### config.mk
export PLATFORM = sky130hd
export DESIGN_NAME = ultrasonic_echo_ranging
export DESIGN_NICKNAME = d
export VERILOG_FILES = /design/src/rtl/core/uer_pkg.sv /design/src/rtl/core/ultrasonic_echo_ranging.sv /design/src/rtl/core/uer_seq.sv
export VERILOG_INCLUDE_DIRS = /design/src /design/src/rtl/core
export SDC_FILE = /design/constraint.sdc
export NUM_CORES = 1
export LEC_CHECK = 0
export BUFFER_PORTS_ARGS = -buffer_cell sky130_fd_sc_hd__buf_2
export CAP_MARGIN = 20
export CORE_ASPECT_RATIO = 1.4
export CORE_MARGIN = 4
export CORE_UTILIZATION = 45
export CTS_BUF_LIST = sky130_fd_sc_hd__clkbuf_8 sky130_fd_sc_hd__clkbuf_16
export DETAILED_ROUTE_END_ITERATION = 12
export PLACE_DENSITY_LB_ADDON = 0.15
export SETUP_SLACK_MARGIN = 0.4
export SLEW_MARGIN = 15
export SYNTH_ARGS = -nofsm -noshare
export SYNTH_HDL_FRONTEND = slang
export SYNTH_HIERARCHICAL = 1
export SYNTH_SLANG_ARGS = --single-unit
### constraint.sdc
create_clock -name i_clk -period 18.82 [get_ports i_clk]
set_clock_uncertainty 0.15 [all_clocks]
set_input_delay 1.882 -clock i_clk [delete_from_list [all_inputs] [get_ports i_clk]]
set_output_delay 1.882 -clock i_clk [all_outputs]
set_load 0.02 [all_outputs]
### src/rtl/core/ultrasonic_echo_ranging_assert.svh
// ----------------------------------------------------------------------------
// Assertion macros for the ultrasonic echo ranging block
// Implication checks on the rising clock edge, disabled while reset is low.
// ----------------------------------------------------------------------------
`ifndef ULTRASONIC_ECHO_RANGING_ASSERT_SVH
`define ULTRASONIC_ECHO_RANGING_ASSERT_SVH

`ifndef SYNTH
// Same-cycle implication.
`define UER_ASSERT_IMP(lbl, ante, cons) \
    lbl: assert property (@(posedge i_clk) disable iff (!i_rst_n) (ante) |-> (cons)) \
        else $error("assertion failed");
// Next-cycle implication.
`define UER_ASSERT_NXT(lbl, ante, cons) \
    lbl: assert property (@(posedge i_clk) disable iff (!i_rst_n) (ante) |=> (cons)) \
        else $error("assertion failed");
`else
`define UER_ASSERT_IMP(lbl, ante, cons)
`define UER_ASSERT_NXT(lbl, ante, cons)
`endif

`endif

### src/rtl/core/uer_pkg.sv
// ----------------------------------------------------------------------------
// Ultrasonic echo ranging package
// Status codes, register indexes, field widths and shared types.
// ----------------------------------------------------------------------------
package uer_pkg;

    // Field widths fixed by the register map and the item layout.
    localparam int TW_BITS       = 16;
    localparam int TO_BITS       = 24;
    localparam int DIST_BITS     = 24;
    localparam int SPEED_BITS    = 12;
    localparam int SPEED_SHIFT   = 13;
    localparam int CFG_IDX_BITS  = 3;
    localparam int CFG_DATA_BITS = 24;
    localparam int IN_TDATA_BITS  = 8;
    localparam int OUT_TDATA_BITS = 32;

    // Measurement status codes.
    localparam logic [1:0] ST_OK      = 2'd0;
    localparam logic [1:0] ST_STUCK   = 2'd1;
    localparam logic [1:0] ST_TIMEOUT = 2'd2;
    localparam logic [1:0] ST_RANGE   = 2'd3;

    // Configuration register indexes.
    localparam logic [CFG_IDX_BITS-1:0] CFG_TRIG_WIDTH  = 3'd0;
    localparam logic [CFG_IDX_BITS-1:0] CFG_TIMEOUT     = 3'd1;
    localparam logic [CFG_IDX_BITS-1:0] CFG_MIN_DIST    = 3'd2;
    localparam logic [CFG_IDX_BITS-1:0] CFG_MAX_DIST    = 3'd3;
    localparam logic [CFG_IDX_BITS-1:0] CFG_SOUND_SPEED = 3'd4;

    // Register values after reset.
    localparam logic [TW_BITS-1:0]    RST_TRIG_WIDTH  = 16'd10;
    localparam logic [TO_BITS-1:0]    RST_TIMEOUT     = 24'd30000;
    localparam logic [DIST_BITS-1:0]  RST_MIN_DIST    = 24'd32;
    localparam logic [DIST_BITS-1:0]  RST_MAX_DIST    = 24'd6400;
    localparam logic [SPEED_BITS-1:0] RST_SOUND_SPEED = 12'd2248;

    // Per-tick result of the sequencer; chk marks a finished echo whose
    // distance still has to be range checked.
    typedef struct packed {
        logic       trig;
        logic       busy;
        logic       done;
        logic [1:0] status;
        logic       chk;
    } t_seq_res;

endpackage

### src/rtl/core/ultrasonic_echo_ranging.sv
// ----------------------------------------------------------------------------
// Ultrasonic echo ranging
// A result passes the input register, the sequencer and product register
// and the result register, in that order, before it is valid on the
// output. Throughput: one transaction per cycle while the output is taken,
// set by the three-stage pipeline; the stages behind the output register
// keep taking input while a result waits, until they are full.
// Reset: synchronous, active low; clears the pipeline, the sequencer phase
// and counter, and loads the register defaults. No clearing pass is needed.
// ----------------------------------------------------------------------------
module ultrasonic_echo_ranging #(
    parameter int COUNT_BITS = 24
) (
    input  logic                                i_clk,
    input  logic                                i_rst_n,
    // Input stream: one transaction per microsecond tick.
    input  logic                                s_axis_tvalid,
    output logic                                s_axis_tready,
    // [0] start_req, [1] echo_level, [7:2] zero
    input  logic [uer_pkg::IN_TDATA_BITS-1:0]   s_axis_tdata,
    // Result stream: one transaction per input tick.
    output logic                                m_axis_tvalid,
    input  logic                                m_axis_tready,
    // [0] trig_out, [1] busy_res, [2] done_res, [4:3] status,
    // [28:5] distance, [31:29] zero
    output logic [uer_pkg::OUT_TDATA_BITS-1:0]  m_axis_tdata,
    // Configuration write channel.
    input  logic                                i_cfg_valid,
    output logic                                o_cfg_ready,
    input  logic [uer_pkg::CFG_IDX_BITS-1:0]    i_cfg_index,
    input  logic [uer_pkg::CFG_DATA_BITS-1:0]   i_cfg_data
);
    import uer_pkg::*;

    `include "ultrasonic_echo_ranging_assert.svh"

    // Product of the high-time count and the Q0.13 speed of sound.
    localparam int PW  = COUNT_BITS + SPEED_BITS;
    // Wide enough to hold the shifted product and a saturation flag above.
    localparam int EXT = PW + DIST_BITS;

    // Configuration registers.
    logic [TW_BITS-1:0]    r_trig_width;
    logic [TO_BITS-1:0]    r_timeout;
    logic [DIST_BITS-1:0]  r_min_dist;
    logic [DIST_BITS-1:0]  r_max_dist;
    logic [SPEED_BITS-1:0] r_speed;

    // Stage A: registered input transaction.
    logic r_a_vld, r_a_start, r_a_echo;
    // Stage B: sequencer result and distance product.
    logic              r_b_vld;
    t_seq_res          r_b_res;
    logic [PW-1:0]     r_b_prod;
    // Stage C: output register.
    logic                 r_c_vld;
    logic                 r_c_trig, r_c_busy, r_c_done;
    logic [1:0]           r_c_status;
    logic [DIST_BITS-1:0] r_c_dist;

    logic w_s_acc, w_take_b, w_take_c, w_b_free;
    t_seq_res              w_seq_res;
    logic [COUNT_BITS-1:0] w_count;
    logic [PW-1:0]         w_prod;
    logic [EXT-1:0]        w_shifted;
    logic [DIST_BITS-1:0]  w_dist;
    logic                  w_bad_range;
    logic [1:0]            n_status;
    logic [DIST_BITS-1:0]  n_dist;

    // ------------------------------------------------------------------------
    // Configuration. Writes are taken in any cycle; the user must change the
    // register map only while no measurement tick is in flight (not enforced
    // by the block); no shadowing is kept. Unlisted indexes are taken as no-ops.
    // ------------------------------------------------------------------------
    assign o_cfg_ready = 1'b1;

    always_ff @(posedge i_clk) begin
        if (!i_rst_n) begin
            r_trig_width <= RST_TRIG_WIDTH;
            r_timeout    <= RST_TIMEOUT;
            r_min_dist   <= RST_MIN_DIST;
            r_max_dist   <= RST_MAX_DIST;
            r_speed      <= RST_SOUND_SPEED;
        end else if (i_cfg_valid) begin
            case (i_cfg_index)
                CFG_TRIG_WIDTH:  r_trig_width <= i_cfg_data[TW_BITS-1:0];
                CFG_TIMEOUT:     r_timeout    <= i_cfg_data[TO_BITS-1:0];
                CFG_MIN_DIST:    r_min_dist   <= i_cfg_data[DIST_BITS-1:0];
                CFG_MAX_DIST:    r_max_dist   <= i_cfg_data[DIST_BITS-1:0];
                CFG_SOUND_SPEED: r_speed      <= i_cfg_data[SPEED_BITS-1:0];
                default: ;
            endcase
        end
    end

    // ------------------------------------------------------------------------
    // Pipeline flow control. Each stage holds its transaction until the next
    // stage has room, so a stalled output only backs up the stages behind it.
    // ------------------------------------------------------------------------
    assign w_take_c      = r_b_vld && (!r_c_vld || m_axis_tready);
    assign w_b_free      = !r_b_vld || w_take_c;
    assign w_take_b      = r_a_vld && w_b_free;
    assign s_axis_tready = !r_a_vld || w_take_b;
    assign w_s_acc       = s_axis_tvalid && s_axis_tready;

    always_ff @(posedge i_clk) begin
        if (!i_rst_n) begin
            r_a_vld <= 1'b0;
            r_b_vld <= 1'b0;
            r_c_vld <= 1'b0;
        end else begin
            if (w_s_acc) begin
                r_a_vld <= 1'b1;
            end else if (w_take_b) begin
                r_a_vld <= 1'b0;
            end
            if (w_take_b) begin
                r_b_vld <= 1'b1;
            end else if (w_take_c) begin
                r_b_vld <= 1'b0;
            end
            if (w_take_c) begin
                r_c_vld <= 1'b1;
            end else if (m_axis_tready) begin
                r_c_vld <= 1'b0;
            end
        end
    end

    // Stage A: capture the tick sample.
    always_ff @(posedge i_clk) begin
        if (w_s_acc) begin
            r_a_start <= s_axis_tdata[0];
            r_a_echo  <= s_axis_tdata[1];
        end
    end

    // ------------------------------------------------------------------------
    // Stage B: the sequencer advances once per tick as the transaction moves
    // on, and the count it ends on is multiplied by the speed of sound. The
    // product is only used when the sequencer flags a finished echo.
    // ------------------------------------------------------------------------
    uer_seq #(
        .COUNT_BITS (COUNT_BITS)
    ) u_seq (
        .i_clk        (i_clk),
        .i_rst_n      (i_rst_n),
        .i_step       (w_take_b),
        .i_start      (r_a_start),
        .i_echo       (r_a_echo),
        .i_trig_width (r_trig_width),
        .i_timeout    (r_timeout),
        .o_res        (w_seq_res),
        .o_count      (w_count)
    );

    assign w_prod = PW'(w_count) * PW'(r_speed);

    always_ff @(posedge i_clk) begin
        if (w_take_b) begin
            r_b_res  <= w_seq_res;
            r_b_prod <= w_prod;
        end
    end

    // ------------------------------------------------------------------------
    // Stage C: scale the product to 1/16 cm, saturate to the field width and
    // check the accepted range. A reversed range rejects every measurement.
    // ------------------------------------------------------------------------
    assign w_shifted   = EXT'(r_b_prod) >> SPEED_SHIFT;
    assign w_dist      = (|w_shifted[EXT-1:DIST_BITS]) ? '1 : w_shifted[DIST_BITS-1:0];
    assign w_bad_range = (w_dist < r_min_dist) || (w_dist > r_max_dist);

    always_comb begin
        n_status = r_b_res.status;
        n_dist   = '0;
        if (r_b_res.chk) begin
            if (w_bad_range) begin
                n_status = ST_RANGE;
            end else begin
                n_status = ST_OK;
                n_dist   = w_dist;
            end
        end
    end

    always_ff @(posedge i_clk) begin
        if (w_take_c) begin
            r_c_trig   <= r_b_res.trig;
            r_c_busy   <= r_b_res.busy;
            r_c_done   <= r_b_res.done;
            r_c_status <= n_status;
            r_c_dist   <= n_dist;
        end
    end

    assign m_axis_tvalid = r_c_vld;
    assign m_axis_tdata  = {3'b000, r_c_dist, r_c_status, r_c_done, r_c_busy, r_c_trig};

    // A finished measurement never drives the trigger or reports busy.
    `UER_ASSERT_IMP(a_done_not_busy, r_c_vld && r_c_done, !r_c_busy && !r_c_trig)
    // A status other than ok is only reported on the finishing tick.
    `UER_ASSERT_IMP(a_status_on_done, r_c_vld && (r_c_status != ST_OK), r_c_done)
    // A distance is only reported with a good finished measurement.
    `UER_ASSERT_IMP(a_dist_on_ok, r_c_vld && (r_c_dist != '0), r_c_done && (r_c_status == ST_OK))
    // The trigger is driven only as part of a running measurement.
    `UER_ASSERT_IMP(a_trig_busy, r_c_vld && r_c_trig, r_c_busy)
    // A tick leaving the input register always lands in the product stage.
    `UER_ASSERT_NXT(a_stage_b_fill, w_take_b, r_b_vld)

endmodule

### src/rtl/core/uer_seq.sv
// ----------------------------------------------------------------------------
// Ultrasonic echo ranging sequencer
// Trigger, rise wait and echo-high phases with the tick counter.
// ----------------------------------------------------------------------------
module uer_seq #(
    parameter int COUNT_BITS = 24
) (
    input  logic                          i_clk,
    input  logic                          i_rst_n,
    input  logic                          i_step,
    input  logic                          i_start,
    input  logic                          i_echo,
    input  logic [uer_pkg::TW_BITS-1:0]   i_trig_width,
    input  logic [uer_pkg::TO_BITS-1:0]   i_timeout,
    output uer_pkg::t_seq_res             o_res,
    output logic [COUNT_BITS-1:0]         o_count
);
    import uer_pkg::*;

    localparam logic [1:0] PH_IDLE = 2'd0;
    localparam logic [1:0] PH_TRIG = 2'd1;
    localparam logic [1:0] PH_RISE = 2'd2;
    localparam logic [1:0] PH_HIGH = 2'd3;

    localparam int XW = (COUNT_BITS > TO_BITS) ? COUNT_BITS : TO_BITS;
    localparam logic [COUNT_BITS-1:0] CNT_MAX = '1;

    logic [1:0]            r_phase, n_phase;
    logic [COUNT_BITS-1:0] r_count, n_count;
    logic [COUNT_BITS-1:0] w_base, w_inc;
    logic                  w_trig_end, w_to_cur, w_to_inc;
    t_seq_res              w_res;

    // The idle start tick behaves as a trigger tick counted from zero.
    assign w_base = (r_phase == PH_IDLE) ? '0 : r_count;
    assign w_inc  = (w_base == CNT_MAX) ? CNT_MAX : w_base + COUNT_BITS'(1);

    assign w_trig_end = (w_inc >= COUNT_BITS'(i_trig_width)) || (w_inc == CNT_MAX);
    assign w_to_cur   = (XW'(r_count) > XW'(i_timeout)) || (r_count == CNT_MAX);
    assign w_to_inc   = (XW'(w_inc) > XW'(i_timeout)) || (w_inc == CNT_MAX);

    always_comb begin
        n_phase = r_phase;
        n_count = r_count;
        w_res   = '0;
        case (r_phase)
            PH_TRIG: begin
                w_res.trig = 1'b1;
                w_res.busy = 1'b1;
                if (w_trig_end) begin
                    n_phase = PH_RISE;
                    n_count = '0;
                end else begin
                    n_count = w_inc;
                end
            end
            PH_RISE: begin
                if (i_echo) begin
                    w_res.busy = 1'b1;
                    n_phase    = PH_HIGH;
                    n_count    = '0;
                end else if (w_to_cur) begin
                    w_res.done   = 1'b1;
                    w_res.status = ST_TIMEOUT;
                    n_phase      = PH_IDLE;
                    n_count      = '0;
                end else begin
                    w_res.busy = 1'b1;
                    n_count    = w_inc;
                end
            end
            PH_HIGH: begin
                if (!i_echo) begin
                    w_res.done = 1'b1;
                    w_res.chk  = 1'b1;
                    n_phase    = PH_IDLE;
                    n_count    = '0;
                end else if (w_to_inc) begin
                    w_res.done   = 1'b1;
                    w_res.status = ST_TIMEOUT;
                    n_phase      = PH_IDLE;
                    n_count      = '0;
                end else begin
                    w_res.busy = 1'b1;
                    n_count    = w_inc;
                end
            end
            default: begin
                if (i_start && i_echo) begin
                    w_res.done   = 1'b1;
                    w_res.status = ST_STUCK;
                end else if (i_start) begin
                    w_res.trig = 1'b1;
                    w_res.busy = 1'b1;
                    if (w_trig_end) begin
                        n_phase = PH_RISE;
                        n_count = '0;
                    end else begin
                        n_phase = PH_TRIG;
                        n_count = w_inc;
                    end
                end
            end
        endcase
    end

    always_ff @(posedge i_clk) begin
        if (!i_rst_n) begin
            r_phase <= PH_IDLE;
            r_count <= '0;
        end else if (i_step) begin
            r_phase <= n_phase;
            r_count <= n_count;
        end
    end

    assign o_res   = w_res;
    assign o_count = w_inc;

endmodule
# After elaboration in Yosys (flattened, before gate mapping)
# Cells that the tools add are included.
# word_totals
ff_bits	202
input_bits	40
wordCells	118
# op_classes
add_sub_neg	1
multipliers	1
magnitude_cmp	5
eq_ne	14
muxes	43
bitwise	1
reduce_logical	29
# ops
cell	count
$mux W24	9
$eq A24 B24 Y1 const B	3
$pmux W24 S3	1
$gt A24 B24 Y1	2
$mul A24 B12 Y36	1
$mux W2	13
$add A24 B1 Y24 const B	1
$ge A24 B16 Y1	1
$gt A23 B24 Y1	1
$lt A23 B24 Y1	1
$mux W1	12
$mux W3	4
$reduce_and A2 Y1	5
$pmux W3 S3	1
$logic_or A1 B1 Y1	7
$eq A3 B2 Y1 const B	2
$ne A3 B2 Y1 const B	2
$pmux W2 S3	1
$reduce_and A6 Y1	1
$reduce_bool A2 Y1	3
$eq A2 B2 Y1 const B	2
$logic_and A1 B1 Y1	4
$ne A4 B4 Y1 const B	1
$reduce_bool A4 Y1	1
other kinds (12)	15

# Logic depth before layout (Yosys ltp)
# depth
word_depth	10
mapped_depth	34

# Modules after synthesis
# The synthesis kept the hierarchy.
# by_module_without_submodules
mod	instances	cells_per_inst	area_each_um2
ultrasonic_echo_ranging	1	1793	15864.0
uer_seq	1	554	4135.2

# Worst setup path before layout
# No wires, ideal clock.
# synth_path
path_type	reg-to-reg
from	reg u_seq.r_phase[0]
to	reg r_b_prod[35] (data pin)
setup_time_ps	262
arrival_time_ps	7718
required_time_ps	18408
path_slack_ps	10690
path_stages_with_launch	33
path_buffers	7
synth_period_minus_slack_ps	8130
cell_sequence	dfxtp_1 -> inv_1 -> ha_1 -> clkbuf_1 -> clkbuf_1 -> clkbuf_1 -> nor2b_1 -> ha_1 -> clkbuf_1 -> inv_1 -> nor4_1 -> nand3_1 -> clkbuf_1 -> a21oi_1 -> clkbuf_1 -> nand2_1 -> fa_1 -> inv_1 -> fa_1 -> fa_1 -> fa_1 -> inv_1 -> fa_1 -> inv_1 -> ha_1 -> buf_2 -> a21o_1 -> a21oi_1 -> o211ai_1 -> o221ai_4 -> o31ai_2 -> a221oi_2 -> xnor2_1
# synth_between
elab_chain_cells	5
word_cells_on_any_way	6
classes_between	add/sub (1); mul (1); eq/ne (1); mux (2); reduce/logical (1)
# synth_lines
element	line	text
start, declared	uer_seq.sv:28	logic [1:0] r_phase, n_phase;
start signal, assigned	uer_seq.sv:112	r_phase <= n_phase;
$logic_not A2 Y1 (*)	uer_seq.sv:35	assign w_base = (r_phase == PH_IDLE) ? '0 : r_count;
$mux W24 (*)	uer_seq.sv:35	
$add A24 B1 Y24 or $eq A24 B24 Y1 (tied branches)	uer_seq.sv:36	assign w_inc = (w_base == CNT_MAX) ? CNT_MAX : w_base + COUNT_BITS'(1);
$mux W24 (*)	uer_seq.sv:36	
via w_count[9]	ultrasonic_echo_ranging.sv:63	logic [COUNT_BITS-1:0] w_count;
$mul A24 B12 Y36 (*)	ultrasonic_echo_ranging.sv:158	assign w_prod = PW'(w_count) * PW'(r_speed);
via w_prod[35]	ultrasonic_echo_ranging.sv:64	logic [PW-1:0] w_prod;
end signal, assigned	ultrasonic_echo_ranging.sv:163	r_b_prod <= w_prod;
end, declared	ultrasonic_echo_ranging.sv:54	logic [PW-1:0] r_b_prod;
# Mark *: on every way through the listed nets, which the timed path passes. The rest lies on a longest branch.
# A chain may end at the register's enable or synchronous reset.

# Worst setup path in the final report
# layout_path
from	reg u_seq.r_phase[0]
to	reg r_b_prod[33] (data pin)
# The elaborated chain is that of the path after synthesis.

==> flow_metrics.env <==
export IMPL_maxCapViolCount=0
export IMPL_drive_gt1_share_pct=7.18
export IMPL_share_of_synthesized_area_spent_on_multiplexers_pct=0.150
export IMPL_worst_hold_startpoint="r_b_res[3]$_DFFE_PP_"
export IMPL_clk_insertion_delay_late_ns=0.46
export IMPL_critPathCaptureType="flop"
export IMPL_placeableCoreArea_um2=44100
export IMPL_gp_congestion=0.897
export IMPL_setup_tns_ns=0
export IMPL_drt_wl_total_um=56500
export IMPL_cp_data_required_time_ns=18.87
export IMPL_detail_route_drc_violations=0
export IMPL_critical_path_peak_fanout=41
export IMPL_route_antenna_remaining_nets=0
export IMPL_ctsRootBufferMaster="sky130_fd_sc_hd__clkbuf_16"
export IMPL_slew_headroom_pct=28.2
export IMPL_grt_start_max_net_pins=110
export IMPL_number_of_gates_resized_after_cts=0
export IMPL_top_level_ports=75
export IMPL_mappedNetlistArea_um2=20000
export IMPL_synth_largest_area_cell="sky130_fd_sc_hd__fa_1"
export IMPL_dr_total_vias=16300
export IMPL_achievable_freq_ghz=0.107
export IMPL_yosysUniqueCellTypes=83
export IMPL_startpoint="u_seq/r_phase[0]$_SDFFE_PN0P_"
export IMPL_postCtsSetupRepairBufs=0
export IMPL_drt_pass1_iterations=5
export IMPL_cts_tree="done"
export IMPL_grtUsageTotal_pct=24.1
export IMPL_power_per_cell_area_nw_per_um2=40.8
export IMPL_worstSetupStartpointType="flop"
export IMPL_syn_mean_instance_area_um2=8.52
export IMPL_post_dp_hpwl_um=43400
export IMPL_xor_xnor_share_of_the_synthesized_area_pct=1.75
export IMPL_wire_per_inst_um=19.4
export IMPL_worst_r2r_endpoint="r_b_prod[33]$_DFFE_PP_"
export IMPL_buffer_ports_inserted=63
export IMPL_maxSlewViolCount=0
export IMPL_synth_yosys_warnings=6
export IMPL_postSynthCellCount=2347
export IMPL_final_hold_vio_count=0
export IMPL_drt_initial_drc_count=769
export IMPL_synthAdderAreaFrac_pct=33.4
export IMPL_design_final_nets=2785
export IMPL_main_combinational_cell_family_by_area_after_synthesis="adder cells"
export IMPL_status="completed"
export IMPL_register_area_share_after_synthesis_pct=21.8
export IMPL_die_height_um=257
export IMPL_slowest_delay_ns=0.69
export IMPL_synth_edff_count=59
export IMPL_ys_dominant_reg_cell="sky130_fd_sc_hd__dfxtp_1"
export IMPL_post_synth_main_area_contributors="sky130_fd_sc_hd__fa_1 22%, sky130_fd_sc_hd__dfxtp_1 13%, sky130_fd_sc_hd__ha_1 12%"
export IMPL_holdBufCountCts=0
export IMPL_detailedPlace_worstSlack_ns=9.53
export IMPL_post_synth_and_or_nand_nor_area_fraction_pct=20.7
export IMPL_grt_overflow_total=0
export IMPL_ys_async_sr_fraction_pct=0
export IMPL_cts_path_max_buffers=2
export IMPL_floorplan_rows=91
export IMPL_number_of_antenna_violations_at_the_first_check_in_global_routing=0
export IMPL_final_period_minus_worst_setup_slack_ns=9.37
export IMPL_clk_pin_slew_worst_paths_ns=0.07
export IMPL_htreeDepth=4
export IMPL_setup_slack_ns=9.45
export IMPL_vdd_ir_drop_max_v=0.0000538
export IMPL_rr_startpoint="u_seq/r_phase[0]$_SDFFE_PN0P_"
export IMPL_postSynthRegisterBits=188
export IMPL_tritoncts_num_sinks=188
export IMPL_setup_crit_path_kind="flop to flop"
export IMPL_grt_first_pass_wirelength_um=90700
export IMPL_rsz0062_at_grt="false"
export IMPL_worstHoldPathType="flop to flop"
export IMPL_placed_cell_area_um2=20700
export IMPL_route_detailed_vias_per_inst=5.58
export IMPL_initial_utilization_pct=45.4
export IMPL_worstRegToRegCells=27
export IMPL_compound_gate_fraction_of_synth_area_pct=12.5
export IMPL_capture_endpoint_of_the_worst_hold_path="r_c_done$_DFFE_PP_"
export IMPL_regToRegSetupSlack_ns=9.45
export IMPL_final_cell_area_um2=21400
export IMPL_final_setup_viol_count=0
export IMPL_first_global_vias=17000
export IMPL_area_growth_syn_to_layout_pct=6.86
export IMPL_die_area_um2=47900
export IMPL_fillers=4282
export IMPL_cp_arrival_ns=9.42
export IMPL_power_total_uw=873
export IMPL_cpMaxStageDelayCell="sky130_fd_sc_hd__nand3_1"
export IMPL_timing_worst_slew_pin_value_ns=1.08
export IMPL_post_route_period_util_pct=49.8
export IMPL_cts_buffers_inserted=17
export IMPL_synth_largest_type_area_fraction_pct=21.9
export IMPL_die_span_x_um=186
export IMPL_static_power_due_to_leakage_nw=9.58
export IMPL_hold_depth=0
placed cells by master (no fill, tap or decap), drive strengths merged, types with 26 or more instances in the layout:
master,count
a21boi,91
inv,369
o21ai,42
nor2,39
buf,102
and2,119
nand3,47
ha,184
nand4,53
a21o,30
o211ai,26
nand2,495
a21oi,79
edfxtp,59
fa,219
dfxtp,129
worst max-delay path by stage:
stage | end | cells after the start
6_report | r_b_prod[33]$_DFFE_PP_ | 27
5_1_grt | r_b_prod[33]$_DFFE_PP_ | 27
4_1_cts | r_b_prod[33]$_DFFE_PP_ | 27
3_5_place_dp | r_b_prod[33]$_DFFE_PP_ | 27
3_3_place_gp | r_b_prod[33]$_DFFE_PP_ | 27
2_1_floorplan | r_b_prod[35]$_DFFE_PP_ | 32
registers in the layout (all words and copies together) (netlist names), 2 cells and up:
name,count
r_c_status,2
u_seq/r_phase,2
r_timeout,24
r_b_res,6
u_seq/r_count,24
r_b_prod,23
r_min_dist,24
r_c_dist,23
r_speed,12
r_max_dist,24
r_trig_width,16
logic make-up after synthesis:
logic type	count (synthesis)
and+or+nand+nor	871
buffers and inverters	489
adders and majority gates	403
AOI/OAI and AO/OA	351
DFF	188
xor gates and xnor gates	40
muxes	3
other	2
area by class of cell:
| class | count | area (µm²) | area share, % |
|---|---|---|---|
| diodes | 1 | 2.50 | 0.0117 |
| clock buffers | 19 | 464 | 2.17 |
| inverters | 360 | 1350 | 6.32 |
| clock inverters | 13 | 110 | 0.515 |
| repair buffers | 102 | 646 | 3.02 |
| well taps | 558 | 698 | 3.27 |
| multi-input cells | 1673 | 13700 | 64.3 |
| flip-flops and latches | 188 | 4350 | 20.4 |
cells in the mapped netlist (35+ instances only):
cell type / count
sky130_fd_sc_hd__nand4_1: 52
sky130_fd_sc_hd__and2_1: 118
sky130_fd_sc_hd__fa_1: 219
sky130_fd_sc_hd__clkbuf_1: 105
sky130_fd_sc_hd__nand2_1: 494
sky130_fd_sc_hd__nor2_1: 39
sky130_fd_sc_hd__nand3_1: 47
sky130_fd_sc_hd__ha_1: 184
sky130_fd_sc_hd__inv_1: 360
sky130_fd_sc_hd__edfxtp_1: 59
sky130_fd_sc_hd__o21ai_0: 35
sky130_fd_sc_hd__a21oi_1: 78
sky130_fd_sc_hd__a21boi_0: 88
sky130_fd_sc_hd__dfxtp_1: 129
where the power goes:
| part | leakage, nW | internal, mW | switching, mW |
|---|---|---|---|
| clock network | 0.296 | 0.184 | 0.173 |
| registers | 1.57 | 0.429 | 0.00820 |
| logic | 7.71 | 0.0275 | 0.0512 |
| total | 9.58 | 0.640 | 0.232 |
worst max-delay path: cells and delay by family (launching register included):
family	cells	cell delay (ns)
AO/OA/AOI/OAI	7	2.39
XOR/XNOR	1	0.15
adder cells (fa/ha/maj)	8	3.47
buffers and inverters	7	0.95
flip-flops	1	0.39
AND/OR/NAND/NOR	4	1.58
metal layers:
layer / GRT usage (%) / up-vias / routed length, µm
li1: - / 7581 / -
met1: 27.6 / 8062 / 21500
met2: 44.8 / 467 / 30300
met3: 2.64 / 150 / 2310
met4: 9.96 / 0 / 2370
met5: 0 / - / 0
through the flow:
stage,util (%),hold slack [ns],cells
after floorplan,-,0.250,2350
after global placement,47.0,0.258,2876
after detailed placement,47.1,0.261,2877
after CTS,48.4,0.283,2909
after global routing,48.5,0.287,2913
final,48.5,0.276,2914
No activity file was read; power rests on OpenSTA's default activity.
